===== config.mk =====
export PLATFORM = sky130hd
export DESIGN_NAME = pressure_sensor_read_sequencer
export DESIGN_NICKNAME = d
export VERILOG_FILES = /design/src/psrs_pkg.sv /design/src/psrs_cfg.sv /design/src/psrs_step.sv /design/src/pressure_sensor_read_sequencer.sv
export SDC_FILE = /design/constraint.sdc
export NUM_CORES = 1
export LEC_CHECK = 0
export ABC_AREA = 0
export BUFFER_PORTS_ARGS = -buffer_cell sky130_fd_sc_hd__buf_2
export CORE_MARGIN = 2
export CORE_UTILIZATION = 40
export CTS_CLUSTER_SIZE = 14
export DETAILED_ROUTE_END_ITERATION = 10
export MAX_ROUTING_LAYER = met4
export PLACE_DENSITY = 0.66
export SLEW_MARGIN = 20
export SYNTH_ARGS = -nofsm -noshare
export SYNTH_HDL_FRONTEND = slang
export SYNTH_SLANG_ARGS = --single-unit

===== constraint.sdc =====
create_clock -name clk -period 4.9 [get_ports clk]
set_clock_uncertainty 0.05 [all_clocks]
set_input_delay 0.98 -clock clk [delete_from_list [all_inputs] [get_ports clk]]
set_output_delay 0.98 -clock clk [all_outputs]
set_load 0.02 [all_outputs]

===== src/psrs_pkg.sv =====
// ----------------------------------------------------------------------------
// psrs_pkg
// Shared types and constants for the pressure sensor read sequencer: action,
// error and destination codes, sensor register addresses, the phase encoding
// and the structs that pass between the sequencer modules.
// ----------------------------------------------------------------------------
package psrs_pkg;

  // Field widths.
  localparam int unsigned ActionW = 2;
  localparam int unsigned TickW   = 32;
  localparam int unsigned WaitW   = 16;
  localparam int unsigned ByteW   = 8;
  localparam int unsigned CountW  = 5;
  localparam int unsigned DestW   = 2;
  localparam int unsigned ErrW    = 2;
  localparam int unsigned CfgIdxW = 2;

  // Action codes carried by an input transfer.
  localparam logic [ActionW-1:0] ACT_POLL = 2'd0;
  localparam logic [ActionW-1:0] ACT_CAL  = 2'd1;
  localparam logic [ActionW-1:0] ACT_MEAS = 2'd2;

  // Error codes reported with a result.
  localparam logic [ErrW-1:0] ERR_NONE = 2'd0;
  localparam logic [ErrW-1:0] ERR_BUSY = 2'd1;
  localparam logic [ErrW-1:0] ERR_LOCK = 2'd2;
  localparam logic [ErrW-1:0] ERR_ID   = 2'd3;

  // Read destinations.
  localparam logic [DestW-1:0] DEST_ID    = 2'd0;
  localparam logic [DestW-1:0] DEST_CAL   = 2'd1;
  localparam logic [DestW-1:0] DEST_TEMP  = 2'd2;
  localparam logic [DestW-1:0] DEST_PRESS = 2'd3;

  // Configuration register indexes.
  localparam logic [CfgIdxW-1:0] CFG_TEMP_WAIT  = 2'd0;
  localparam logic [CfgIdxW-1:0] CFG_PRESS_WAIT = 2'd1;
  localparam logic [CfgIdxW-1:0] CFG_LOCK_TMO   = 2'd2;

  // Configuration reset values.
  localparam logic [WaitW-1:0] TEMP_WAIT_RST  = 16'd5;
  localparam logic [WaitW-1:0] PRESS_WAIT_RST = 16'd30;
  localparam logic [WaitW-1:0] LOCK_TMO_RST   = 16'd1000;

  // Sensor register map and commands.
  localparam logic [ByteW-1:0] CHIP_ID     = 8'h55;
  localparam logic [ByteW-1:0] REG_ID      = 8'hd0;
  localparam logic [ByteW-1:0] REG_CAL     = 8'haa;
  localparam logic [ByteW-1:0] REG_CTRL    = 8'hf4;
  localparam logic [ByteW-1:0] REG_DATA    = 8'hf6;
  localparam logic [ByteW-1:0] CMD_TEMP    = 8'h2e;
  localparam logic [ByteW-1:0] CMD_PRESS   = 8'hf4;

  // Transaction lengths.
  localparam logic [CountW-1:0] LEN_ONE   = 5'd1;
  localparam logic [CountW-1:0] LEN_TWO   = 5'd2;
  localparam logic [CountW-1:0] LEN_THREE = 5'd3;
  localparam logic [CountW-1:0] LEN_CAL   = 5'd22;

  // Sequencer phase, one-hot.
  typedef enum logic [9:0] {
    PH_IDLE       = 10'b00_0000_0001,
    PH_ASK_ID     = 10'b00_0000_0010,
    PH_RCV_ID     = 10'b00_0000_0100,
    PH_ASK_CAL    = 10'b00_0000_1000,
    PH_TEMP_CONV  = 10'b00_0001_0000,
    PH_TEMP_READ  = 10'b00_0010_0000,
    PH_TEMP_DONE  = 10'b00_0100_0000,
    PH_PRESS_CONV = 10'b00_1000_0000,
    PH_PRESS_READ = 10'b01_0000_0000,
    PH_FINISH     = 10'b10_0000_0000
  } phase_t;

  // Wait and timeout settings.
  typedef struct packed {
    logic [WaitW-1:0] temp_wait;
    logic [WaitW-1:0] press_wait;
    logic [WaitW-1:0] lock_tmo;
  } cfg_t;

  // One input item.
  typedef struct packed {
    logic [ActionW-1:0] action;
    logic               bus_idle;
    logic [TickW-1:0]   now_ticks;
    logic [ByteW-1:0]   id_byte;
  } item_t;

  // One result item.
  typedef struct packed {
    logic              issue;
    logic              bus_read;
    logic [CountW-1:0] byte_count;
    logic [ByteW-1:0]  reg_byte;
    logic [ByteW-1:0]  cmd_byte;
    logic [DestW-1:0]  dest;
    logic              ready_res;
    logic [ErrW-1:0]   error_code;
  } res_t;

endpackage


===== src/psrs_cfg.sv =====
// ----------------------------------------------------------------------------
// psrs_cfg
// Configuration register file: wait times for the two conversions and the
// lock timeout, written through the configuration channel.
// ----------------------------------------------------------------------------
module psrs_cfg (
  input  logic                          clk,
  input  logic                          rst_n,
  input  logic                          wr_en,
  input  logic [psrs_pkg::CfgIdxW-1:0]  wr_index,
  input  logic [psrs_pkg::WaitW-1:0]    wr_data,
  output psrs_pkg::cfg_t                cfg
);

  psrs_pkg::cfg_t cfg_r;
  psrs_pkg::cfg_t cfg_nxt;

  // Decode the register index; writes beyond the list are dropped.
  always_comb begin
    cfg_nxt = cfg_r;
    if (wr_en) begin
      case (wr_index)
        psrs_pkg::CFG_TEMP_WAIT:  cfg_nxt.temp_wait  = wr_data;
        psrs_pkg::CFG_PRESS_WAIT: cfg_nxt.press_wait = wr_data;
        psrs_pkg::CFG_LOCK_TMO:   cfg_nxt.lock_tmo   = wr_data;
        default:                  cfg_nxt = cfg_r;
      endcase
    end
  end

  always_ff @(posedge clk) begin
    if (!rst_n) begin
      cfg_r.temp_wait  <= psrs_pkg::TEMP_WAIT_RST;
      cfg_r.press_wait <= psrs_pkg::PRESS_WAIT_RST;
      cfg_r.lock_tmo   <= psrs_pkg::LOCK_TMO_RST;
    end else begin
      cfg_r <= cfg_nxt;
    end
  end

  assign cfg = cfg_r;

endmodule


===== src/psrs_step.sv =====
// ----------------------------------------------------------------------------
// psrs_step
// Single-pass sequencer logic: from the current phase, the job start time,
// the settings and one input item, works out the next phase and start time
// and the transaction to issue.
// ----------------------------------------------------------------------------
module psrs_step (
  input  psrs_pkg::phase_t              phase,
  input  logic [psrs_pkg::TickW-1:0]    start_time,
  input  psrs_pkg::cfg_t                cfg,
  input  psrs_pkg::item_t               item,
  output psrs_pkg::phase_t              phase_nxt,
  output logic [psrs_pkg::TickW-1:0]    start_time_nxt,
  output psrs_pkg::res_t                res
);

  logic [psrs_pkg::TickW-1:0] elapsed;
  logic                       is_start;
  logic                       lock_hit;
  logic                       temp_done;
  logic                       press_done;

  // Elapsed time wraps modulo 2^32; the thresholds are zero-extended.
  assign elapsed    = item.now_ticks - start_time;
  assign is_start   = (item.action == psrs_pkg::ACT_CAL) || (item.action == psrs_pkg::ACT_MEAS);
  assign lock_hit   = elapsed > {{(psrs_pkg::TickW-psrs_pkg::WaitW){1'b0}}, cfg.lock_tmo};
  assign temp_done  = elapsed > {{(psrs_pkg::TickW-psrs_pkg::WaitW){1'b0}}, cfg.temp_wait};
  assign press_done = elapsed > {{(psrs_pkg::TickW-psrs_pkg::WaitW){1'b0}}, cfg.press_wait};

  always_comb begin
    res            = '0;
    phase_nxt      = phase;
    start_time_nxt = start_time;

    if (is_start) begin
      // A start request while a job runs abandons it with a busy error.
      if (phase != psrs_pkg::PH_IDLE) begin
        phase_nxt      = psrs_pkg::PH_IDLE;
        res.ready_res  = 1'b1;
        res.error_code = psrs_pkg::ERR_BUSY;
      end else begin
        start_time_nxt = item.now_ticks;
        res.issue      = 1'b1;
        if (item.action == psrs_pkg::ACT_CAL) begin
          res.byte_count = psrs_pkg::LEN_ONE;
          res.reg_byte   = psrs_pkg::REG_ID;
          phase_nxt      = psrs_pkg::PH_ASK_ID;
        end else begin
          res.byte_count = psrs_pkg::LEN_TWO;
          res.reg_byte   = psrs_pkg::REG_CTRL;
          res.cmd_byte   = psrs_pkg::CMD_TEMP;
          phase_nxt      = psrs_pkg::PH_TEMP_CONV;
        end
      end
    end else if (phase == psrs_pkg::PH_IDLE) begin
      res.ready_res = 1'b1;
    end else if (lock_hit) begin
      phase_nxt      = psrs_pkg::PH_IDLE;
      res.ready_res  = 1'b1;
      res.error_code = psrs_pkg::ERR_LOCK;
    end else if (item.bus_idle) begin
      // Advance the transaction sequence once the bus has gone idle.
      case (phase)
        psrs_pkg::PH_ASK_ID: begin
          res.issue      = 1'b1;
          res.bus_read   = 1'b1;
          res.byte_count = psrs_pkg::LEN_ONE;
          res.dest       = psrs_pkg::DEST_ID;
          phase_nxt      = psrs_pkg::PH_RCV_ID;
        end
        psrs_pkg::PH_RCV_ID: begin
          if (item.id_byte != psrs_pkg::CHIP_ID) begin
            phase_nxt      = psrs_pkg::PH_IDLE;
            res.ready_res  = 1'b1;
            res.error_code = psrs_pkg::ERR_ID;
          end else begin
            res.issue      = 1'b1;
            res.byte_count = psrs_pkg::LEN_ONE;
            res.reg_byte   = psrs_pkg::REG_CAL;
            phase_nxt      = psrs_pkg::PH_ASK_CAL;
          end
        end
        psrs_pkg::PH_ASK_CAL: begin
          res.issue      = 1'b1;
          res.bus_read   = 1'b1;
          res.byte_count = psrs_pkg::LEN_CAL;
          res.dest       = psrs_pkg::DEST_CAL;
          phase_nxt      = psrs_pkg::PH_FINISH;
        end
        psrs_pkg::PH_TEMP_CONV: begin
          if (temp_done) begin
            res.issue      = 1'b1;
            res.byte_count = psrs_pkg::LEN_ONE;
            res.reg_byte   = psrs_pkg::REG_DATA;
            phase_nxt      = psrs_pkg::PH_TEMP_READ;
          end
        end
        psrs_pkg::PH_TEMP_READ: begin
          res.issue      = 1'b1;
          res.bus_read   = 1'b1;
          res.byte_count = psrs_pkg::LEN_TWO;
          res.dest       = psrs_pkg::DEST_TEMP;
          phase_nxt      = psrs_pkg::PH_TEMP_DONE;
        end
        psrs_pkg::PH_TEMP_DONE: begin
          // The pressure command restarts the job timer.
          res.issue      = 1'b1;
          res.byte_count = psrs_pkg::LEN_TWO;
          res.reg_byte   = psrs_pkg::REG_CTRL;
          res.cmd_byte   = psrs_pkg::CMD_PRESS;
          start_time_nxt = item.now_ticks;
          phase_nxt      = psrs_pkg::PH_PRESS_CONV;
        end
        psrs_pkg::PH_PRESS_CONV: begin
          if (press_done) begin
            res.issue      = 1'b1;
            res.byte_count = psrs_pkg::LEN_ONE;
            res.reg_byte   = psrs_pkg::REG_DATA;
            phase_nxt      = psrs_pkg::PH_PRESS_READ;
          end
        end
        psrs_pkg::PH_PRESS_READ: begin
          res.issue      = 1'b1;
          res.bus_read   = 1'b1;
          res.byte_count = psrs_pkg::LEN_THREE;
          res.dest       = psrs_pkg::DEST_PRESS;
          phase_nxt      = psrs_pkg::PH_FINISH;
        end
        default: begin
          // Job finished: report ready and return to idle.
          phase_nxt     = psrs_pkg::PH_IDLE;
          res.ready_res = 1'b1;
        end
      endcase
    end
  end

endmodule


===== src/pressure_sensor_read_sequencer.sv =====
// ----------------------------------------------------------------------------
// pressure_sensor_read_sequencer
// Sequences the I2C transactions that read a barometric pressure sensor:
// a calibration job (chip ID check, calibration table read) and a
// measurement job (temperature and pressure conversions and reads).
//
//   Channel  Direction  Handshake            Payload
//   in_      input      in_valid/in_ready    action, bus_idle, now_ticks, id_byte
//   out_     output     out_valid/out_ready  issue, bus_read, byte_count, reg_byte,
//                                            cmd_byte, dest, ready_res, error_code
//   cfg_     input      cfg_valid/cfg_ready  cfg_index, cfg_data
//
// Each item is held in the input register after its transfer, then the
// sequencer logic writes its result to the output register that drives out_.
// One item per cycle is sustained while out_ is not stalled; the phase and
// start time update as an item leaves the input register, so the next item
// sees them at once. A stalled output holds the input register; in_ready
// drops only then. Synchronous reset returns the phase to idle, clears the
// start time and restores the settings to their reset values.
// ----------------------------------------------------------------------------
module pressure_sensor_read_sequencer (
  input  logic                          clk,
  input  logic                          rst_n,
  // Input channel
  input  logic                          in_valid,
  output logic                          in_ready,
  input  logic [psrs_pkg::ActionW-1:0]  in_action,
  input  logic                          in_bus_idle,
  input  logic [psrs_pkg::TickW-1:0]    in_now_ticks,
  input  logic [psrs_pkg::ByteW-1:0]    in_id_byte,
  // Result channel
  output logic                          out_valid,
  input  logic                          out_ready,
  output logic                          out_issue,
  output logic                          out_bus_read,
  output logic [psrs_pkg::CountW-1:0]   out_byte_count,
  output logic [psrs_pkg::ByteW-1:0]    out_reg_byte,
  output logic [psrs_pkg::ByteW-1:0]    out_cmd_byte,
  output logic [psrs_pkg::DestW-1:0]    out_dest,
  output logic                          out_ready_res,
  output logic [psrs_pkg::ErrW-1:0]     out_error_code,
  // Configuration channel
  input  logic                          cfg_valid,
  output logic                          cfg_ready,
  input  logic [psrs_pkg::CfgIdxW-1:0]  cfg_index,
  input  logic [psrs_pkg::WaitW-1:0]    cfg_data
);

  psrs_pkg::cfg_t             cfg;
  psrs_pkg::item_t            item_r;
  logic                       item_vld_r;
  psrs_pkg::res_t             res_r;
  psrs_pkg::res_t             res_nxt;
  logic                       out_vld_r;
  psrs_pkg::phase_t           phase_r;
  psrs_pkg::phase_t           phase_nxt;
  logic [psrs_pkg::TickW-1:0] start_time_r;
  logic [psrs_pkg::TickW-1:0] start_time_nxt;
  logic                       advance;

  // Settings are always writable.
  assign cfg_ready = 1'b1;

  psrs_cfg u_cfg (
    .clk      (clk),
    .rst_n    (rst_n),
    .wr_en    (cfg_valid & cfg_ready),
    .wr_index (cfg_index),
    .wr_data  (cfg_data),
    .cfg      (cfg)
  );

  // The held item moves on when the output register is free or draining.
  assign advance  = item_vld_r & (~out_vld_r | out_ready);
  assign in_ready = ~item_vld_r | advance;

  // Input register.
  always_ff @(posedge clk) begin
    if (!rst_n) begin
      item_vld_r <= 1'b0;
    end else if (in_ready) begin
      item_vld_r <= in_valid;
    end
  end

  always_ff @(posedge clk) begin
    if (in_valid && in_ready) begin
      item_r.action    <= in_action;
      item_r.bus_idle  <= in_bus_idle;
      item_r.now_ticks <= in_now_ticks;
      item_r.id_byte   <= in_id_byte;
    end
  end

  psrs_step u_step (
    .phase          (phase_r),
    .start_time     (start_time_r),
    .cfg            (cfg),
    .item           (item_r),
    .phase_nxt      (phase_nxt),
    .start_time_nxt (start_time_nxt),
    .res            (res_nxt)
  );

  // Sequencer state updates once per item, as it leaves the input register.
  always_ff @(posedge clk) begin
    if (!rst_n) begin
      phase_r      <= psrs_pkg::PH_IDLE;
      start_time_r <= '0;
    end else if (advance) begin
      phase_r      <= phase_nxt;
      start_time_r <= start_time_nxt;
    end
  end

  // Output register.
  always_ff @(posedge clk) begin
    if (!rst_n) begin
      out_vld_r <= 1'b0;
    end else if (advance) begin
      out_vld_r <= 1'b1;
    end else if (out_ready) begin
      out_vld_r <= 1'b0;
    end
  end

  always_ff @(posedge clk) begin
    if (advance) begin
      res_r <= res_nxt;
    end
  end

  assign out_valid      = out_vld_r;
  assign out_issue      = res_r.issue;
  assign out_bus_read   = res_r.bus_read;
  assign out_byte_count = res_r.byte_count;
  assign out_reg_byte   = res_r.reg_byte;
  assign out_cmd_byte   = res_r.cmd_byte;
  assign out_dest       = res_r.dest;
  assign out_ready_res  = res_r.ready_res;
  assign out_error_code = res_r.error_code;

endmodule


==> results.json <==
{
  "status": "finished clean",
  "grt_usage_pct": 19.8,
  "whs_path_depth": 2,
  "path_max_fanout": 32,
  "ys.flop_type": "dfxtp_1",
  "fin_crit_ns": 4.62,
  "clk_latency_ns": 0.43,
  "power.total_mw": 3.55,
  "synth-seq-cells": 154,
  "viasPerCell": 5.41,
  "dpl_cell_area_um2": 9700,
  "yosys_warnings": 0,
  "seq_area_um2": 3700,
  "p_int_mw": 2.46,
  "fin_area_um2": 10400,
  "die_area_um2": 23800,
  "swShare_pct": 30.5,
  "synth_most_common_cell": "nand2_1",
  "ff2ff_path_depth": 21,
  "nNetsFinal": 1259,
  "finalWirelength_mm": 22.1,
  "syn_to_final_growth_pct": 15.1,
  "post-route-period-util_pct": 94.3,
  "vias": 7602,
  "clock-sinks": 154,
  "p_leak_nw": 3.94,
  "initialDrtViolationCount": 464,
  "worstHoldPathType": "flop to flop",
  "synthAdderAreaFrac_pct": 11.3,
  "end_kind": "flop",
  "clk_pin_slew_ns": 0.07,
  "critical_path_class": "flop to flop",
  "portBuffers": 92,
  "cts_buffers": 17,
  "switchingPower_mw": 1.08,
  "avgSynthCellArea_um2": 8.68,
  "synth_cell_type_count": 75,
  "dp_hpwl_mm": 16.2,
  "dr.pass1.iters": 5,
  "p_comb_share_pct": 21.9,
  "antenna_found_initial": 0,
  "std_cell_rows": 54,
  "antenna_left": 0,
  "synth_compound_area_share_pct": 19.8,
  "critPathMaxStageDelay_ns": 0.40,
  "power.share.clock_pct": 37.8,
  "crit_arrival_ns": 4.85,
  "grt_pass1_vias": 7150,
  "fp.dieH_um": 154,
  "max-vdd-ir-drop_mv": 0.212,
  "critical_path.slowest_cell": "edfxtp_1",
  "place.gp.congestion": 0.882,
  "grt_max_degree": 44,
  "synthMuxAreaShare_pct": 0.347,
  "powerDensity_nw_per_um2": 342,
  "cts_max_path_buffers": 2,
  "yosysTopAreaCell": "edfxtp_1",
  "hold_viol": 0,
  "async_flop_share_pct": 0,
  "ios": 97,
  "cts-root-buf": "clkbuf_16",
  "synthXorXnorAreaFrac_pct": 1.94,
  "start_kind": "flop",
  "grt.overflow.total": 0,
  "antenna_cells": 0,
  "synth_edf_count": 62,
  "die_w_um": 154,
  "htree_num_levels": 4,
  "relSlewSlack_pct": 34.6,
  "ys_top_cells_by_area": "edfxtp_1 (21%), dfxtp_1 (20%), ha_1 (11%)",
  "cts_tree": "built",
  "multi_input_area_um2": 4810,
  "path_cells": "ha_2 > a21o_1 > a21oi_2 > nand2_1 > a21o_1 > a21oi_2 > o21bai_1 > a21oi_2 > xnor2_2 > ha_1 > a41o_1 > a21o_1 > a2111oi_2 > o21bai_1 > o21ai_1 > buf_4 > nand4_1 > o21a_1 > buf_12 > o21ai_0 > a21oi_1",
  "fmax_ghz": 0.216,
  "nFillCells": 2129,
  "yosys.area_share.simple_pct": 18.8,
  "synth_area_um2": 9010,
  "synth_top_family_by_area": "compound AO/OA/AOI/OAI gates",
  "yosys-top-cells-count": "nand2_1 (131), a21oi_1 (124), inv_1 (93), dfxtp_1 (92), ha_1 (80)",
  "routedWlPerCell_um": 15.7,
  "seqPwrFrac_pct": 40.3,
  "maxCapViolCount": 0,
  "seq_area_frac_synth_pct": 41.1,
  "grt_pass1_wl_mm": 36.7,
  "fp.coreArea_um2": 22000,
  "drv_slew": 0,
  "drc": 0,
  "crit_required_ns": 5.12,
  "synth_top_area_share_pct": 20.7,
  "hold_buffers": 0,
  "drive_gt1_share_pct": 16.0,
  "setup-violations-final": 0,
  "syn_inst": 1039,
  "initial_core_util_pct": 41.1,
  "tightest_slew_ns": 0.982
}
[kinds of logic after synthesis]
family	after synthesis
and+or+nand+nor	341
AOI/OAI and AO/OA	293
DFF	154
buffers and inverters	145
adders and majority gates	81
xor gates and xnor gates	20
muxes	3
other	2
[critical path: cells and delay by family (launching register included)]
kind / cells / cell delay (ns)
buf+inv: 2 / 0.30
compound gates: 14 / 2.61
xor+xnor: 1 / 0.17
fa+ha+maj: 2 / 0.63
simple gates: 2 / 0.28
flops: 1 / 0.40
[power groups by stage]
| stage | Clock, mW | Combinational, mW | Sequential [mW] |
|---|---|---|---|
| 6_report | 1.34 | 0.778 | 1.43 |
| 3_3_place_gp | 0 | 0.738 | 1.45 |
| 3_5_place_dp | 0 | 0.744 | 1.46 |
| 4_1_cts | 1.37 | 0.751 | 1.43 |
| 2_1_floorplan | 0 | 0.529 | 1.46 |
| 5_1_grt | 1.42 | 0.880 | 1.43 |
[cell usage in the layout, fill, tap and decap left out, types with 14 or more instances in the layout]
cell type,netlist,layout
a21oi_1,124,120
buf_2,6,92
clkbuf_16,0,17
dfxtp_1,92,91
edfxtp_1,62,62
ha_1,80,75
inv_1,93,93
nand2_1,131,131
nand3_1,55,55
nand4_1,20,20
nor2_1,45,45
nor3_1,15,14
o211ai_1,17,17
o21ai_0,64,62
o21ai_1,16,17
[metal layers]
metal / GRT usage [%] / up-vias / wire (um)
li1: - / 3857 / -
met2: 31.5 / 180 / 10300
met4: 5.83 / 0 / 322
met5: - / - / 0
met1: 26.0 / 3543 / 10700
met3: 3.24 / 22 / 805
[area by class of cell]
class | instances | share of cell area [%]
Inverter | 94 | 3.40
Multi-Input combinational cell | 742 | 46.3
Tap cell | 280 | 3.38
Clock inverter | 14 | 1.57
Timing Repair Buffer | 103 | 5.47
Sequential cell | 154 | 35.7
Clock buffer | 18 | 4.14
[final timing paths]
path	to	slack [ns]	startpoint
setup reg to reg	start_time_r[27]$_SDFFE_PN0P_	0.28	item_r[11]$_DFFE_PP_
hold reg to reg	u_cfg.cfg[12]$_SDFFE_PN0P_	0.41	u_cfg.cfg[12]$_SDFFE_PN0P_
setup / recovery	start_time_r[27]$_SDFFE_PN0P_	0.28	item_r[11]$_DFFE_PP_
hold / removal	u_cfg.cfg[12]$_SDFFE_PN0P_	0.41	u_cfg.cfg[12]$_SDFFE_PN0P_
[stage by stage]
step / hold WS, ns / instances / util, % / setup TNS (ns) / setup slack (ns)
CTS: 0.406 / 1403 / 46.8 / 0 / 0.0291
global placement: 0.393 / 1371 / 44.2 / 0 / 0.0986
finish: 0.406 / 1405 / 47.3 / 0 / 0.279
detailed placement: 0.397 / 1371 / 44.2 / 0 / 0.0798
floorplan: 0.386 / 1041 / - / 0 / 0.597
global route: 0.434 / 1405 / 47.3 / -1.45 / -0.106
[timing repair]
action	in CTS	in global routing
resized for setup	0	21
buffers inserted	0	2
setup endpoints to repair	0	59
[sequential cells by signal (all words and copies together), names as in the netlist, 2 cells and up]
register and count:
item_r 43, out_byte_count 3, out_cmd_byte 3, out_dest 2, out_error_code 2, out_reg_byte 6, phase_r 10, start_time_r 32
u_cfg.cfg 48
Note: power is estimated with default switching activity, not from simulation.
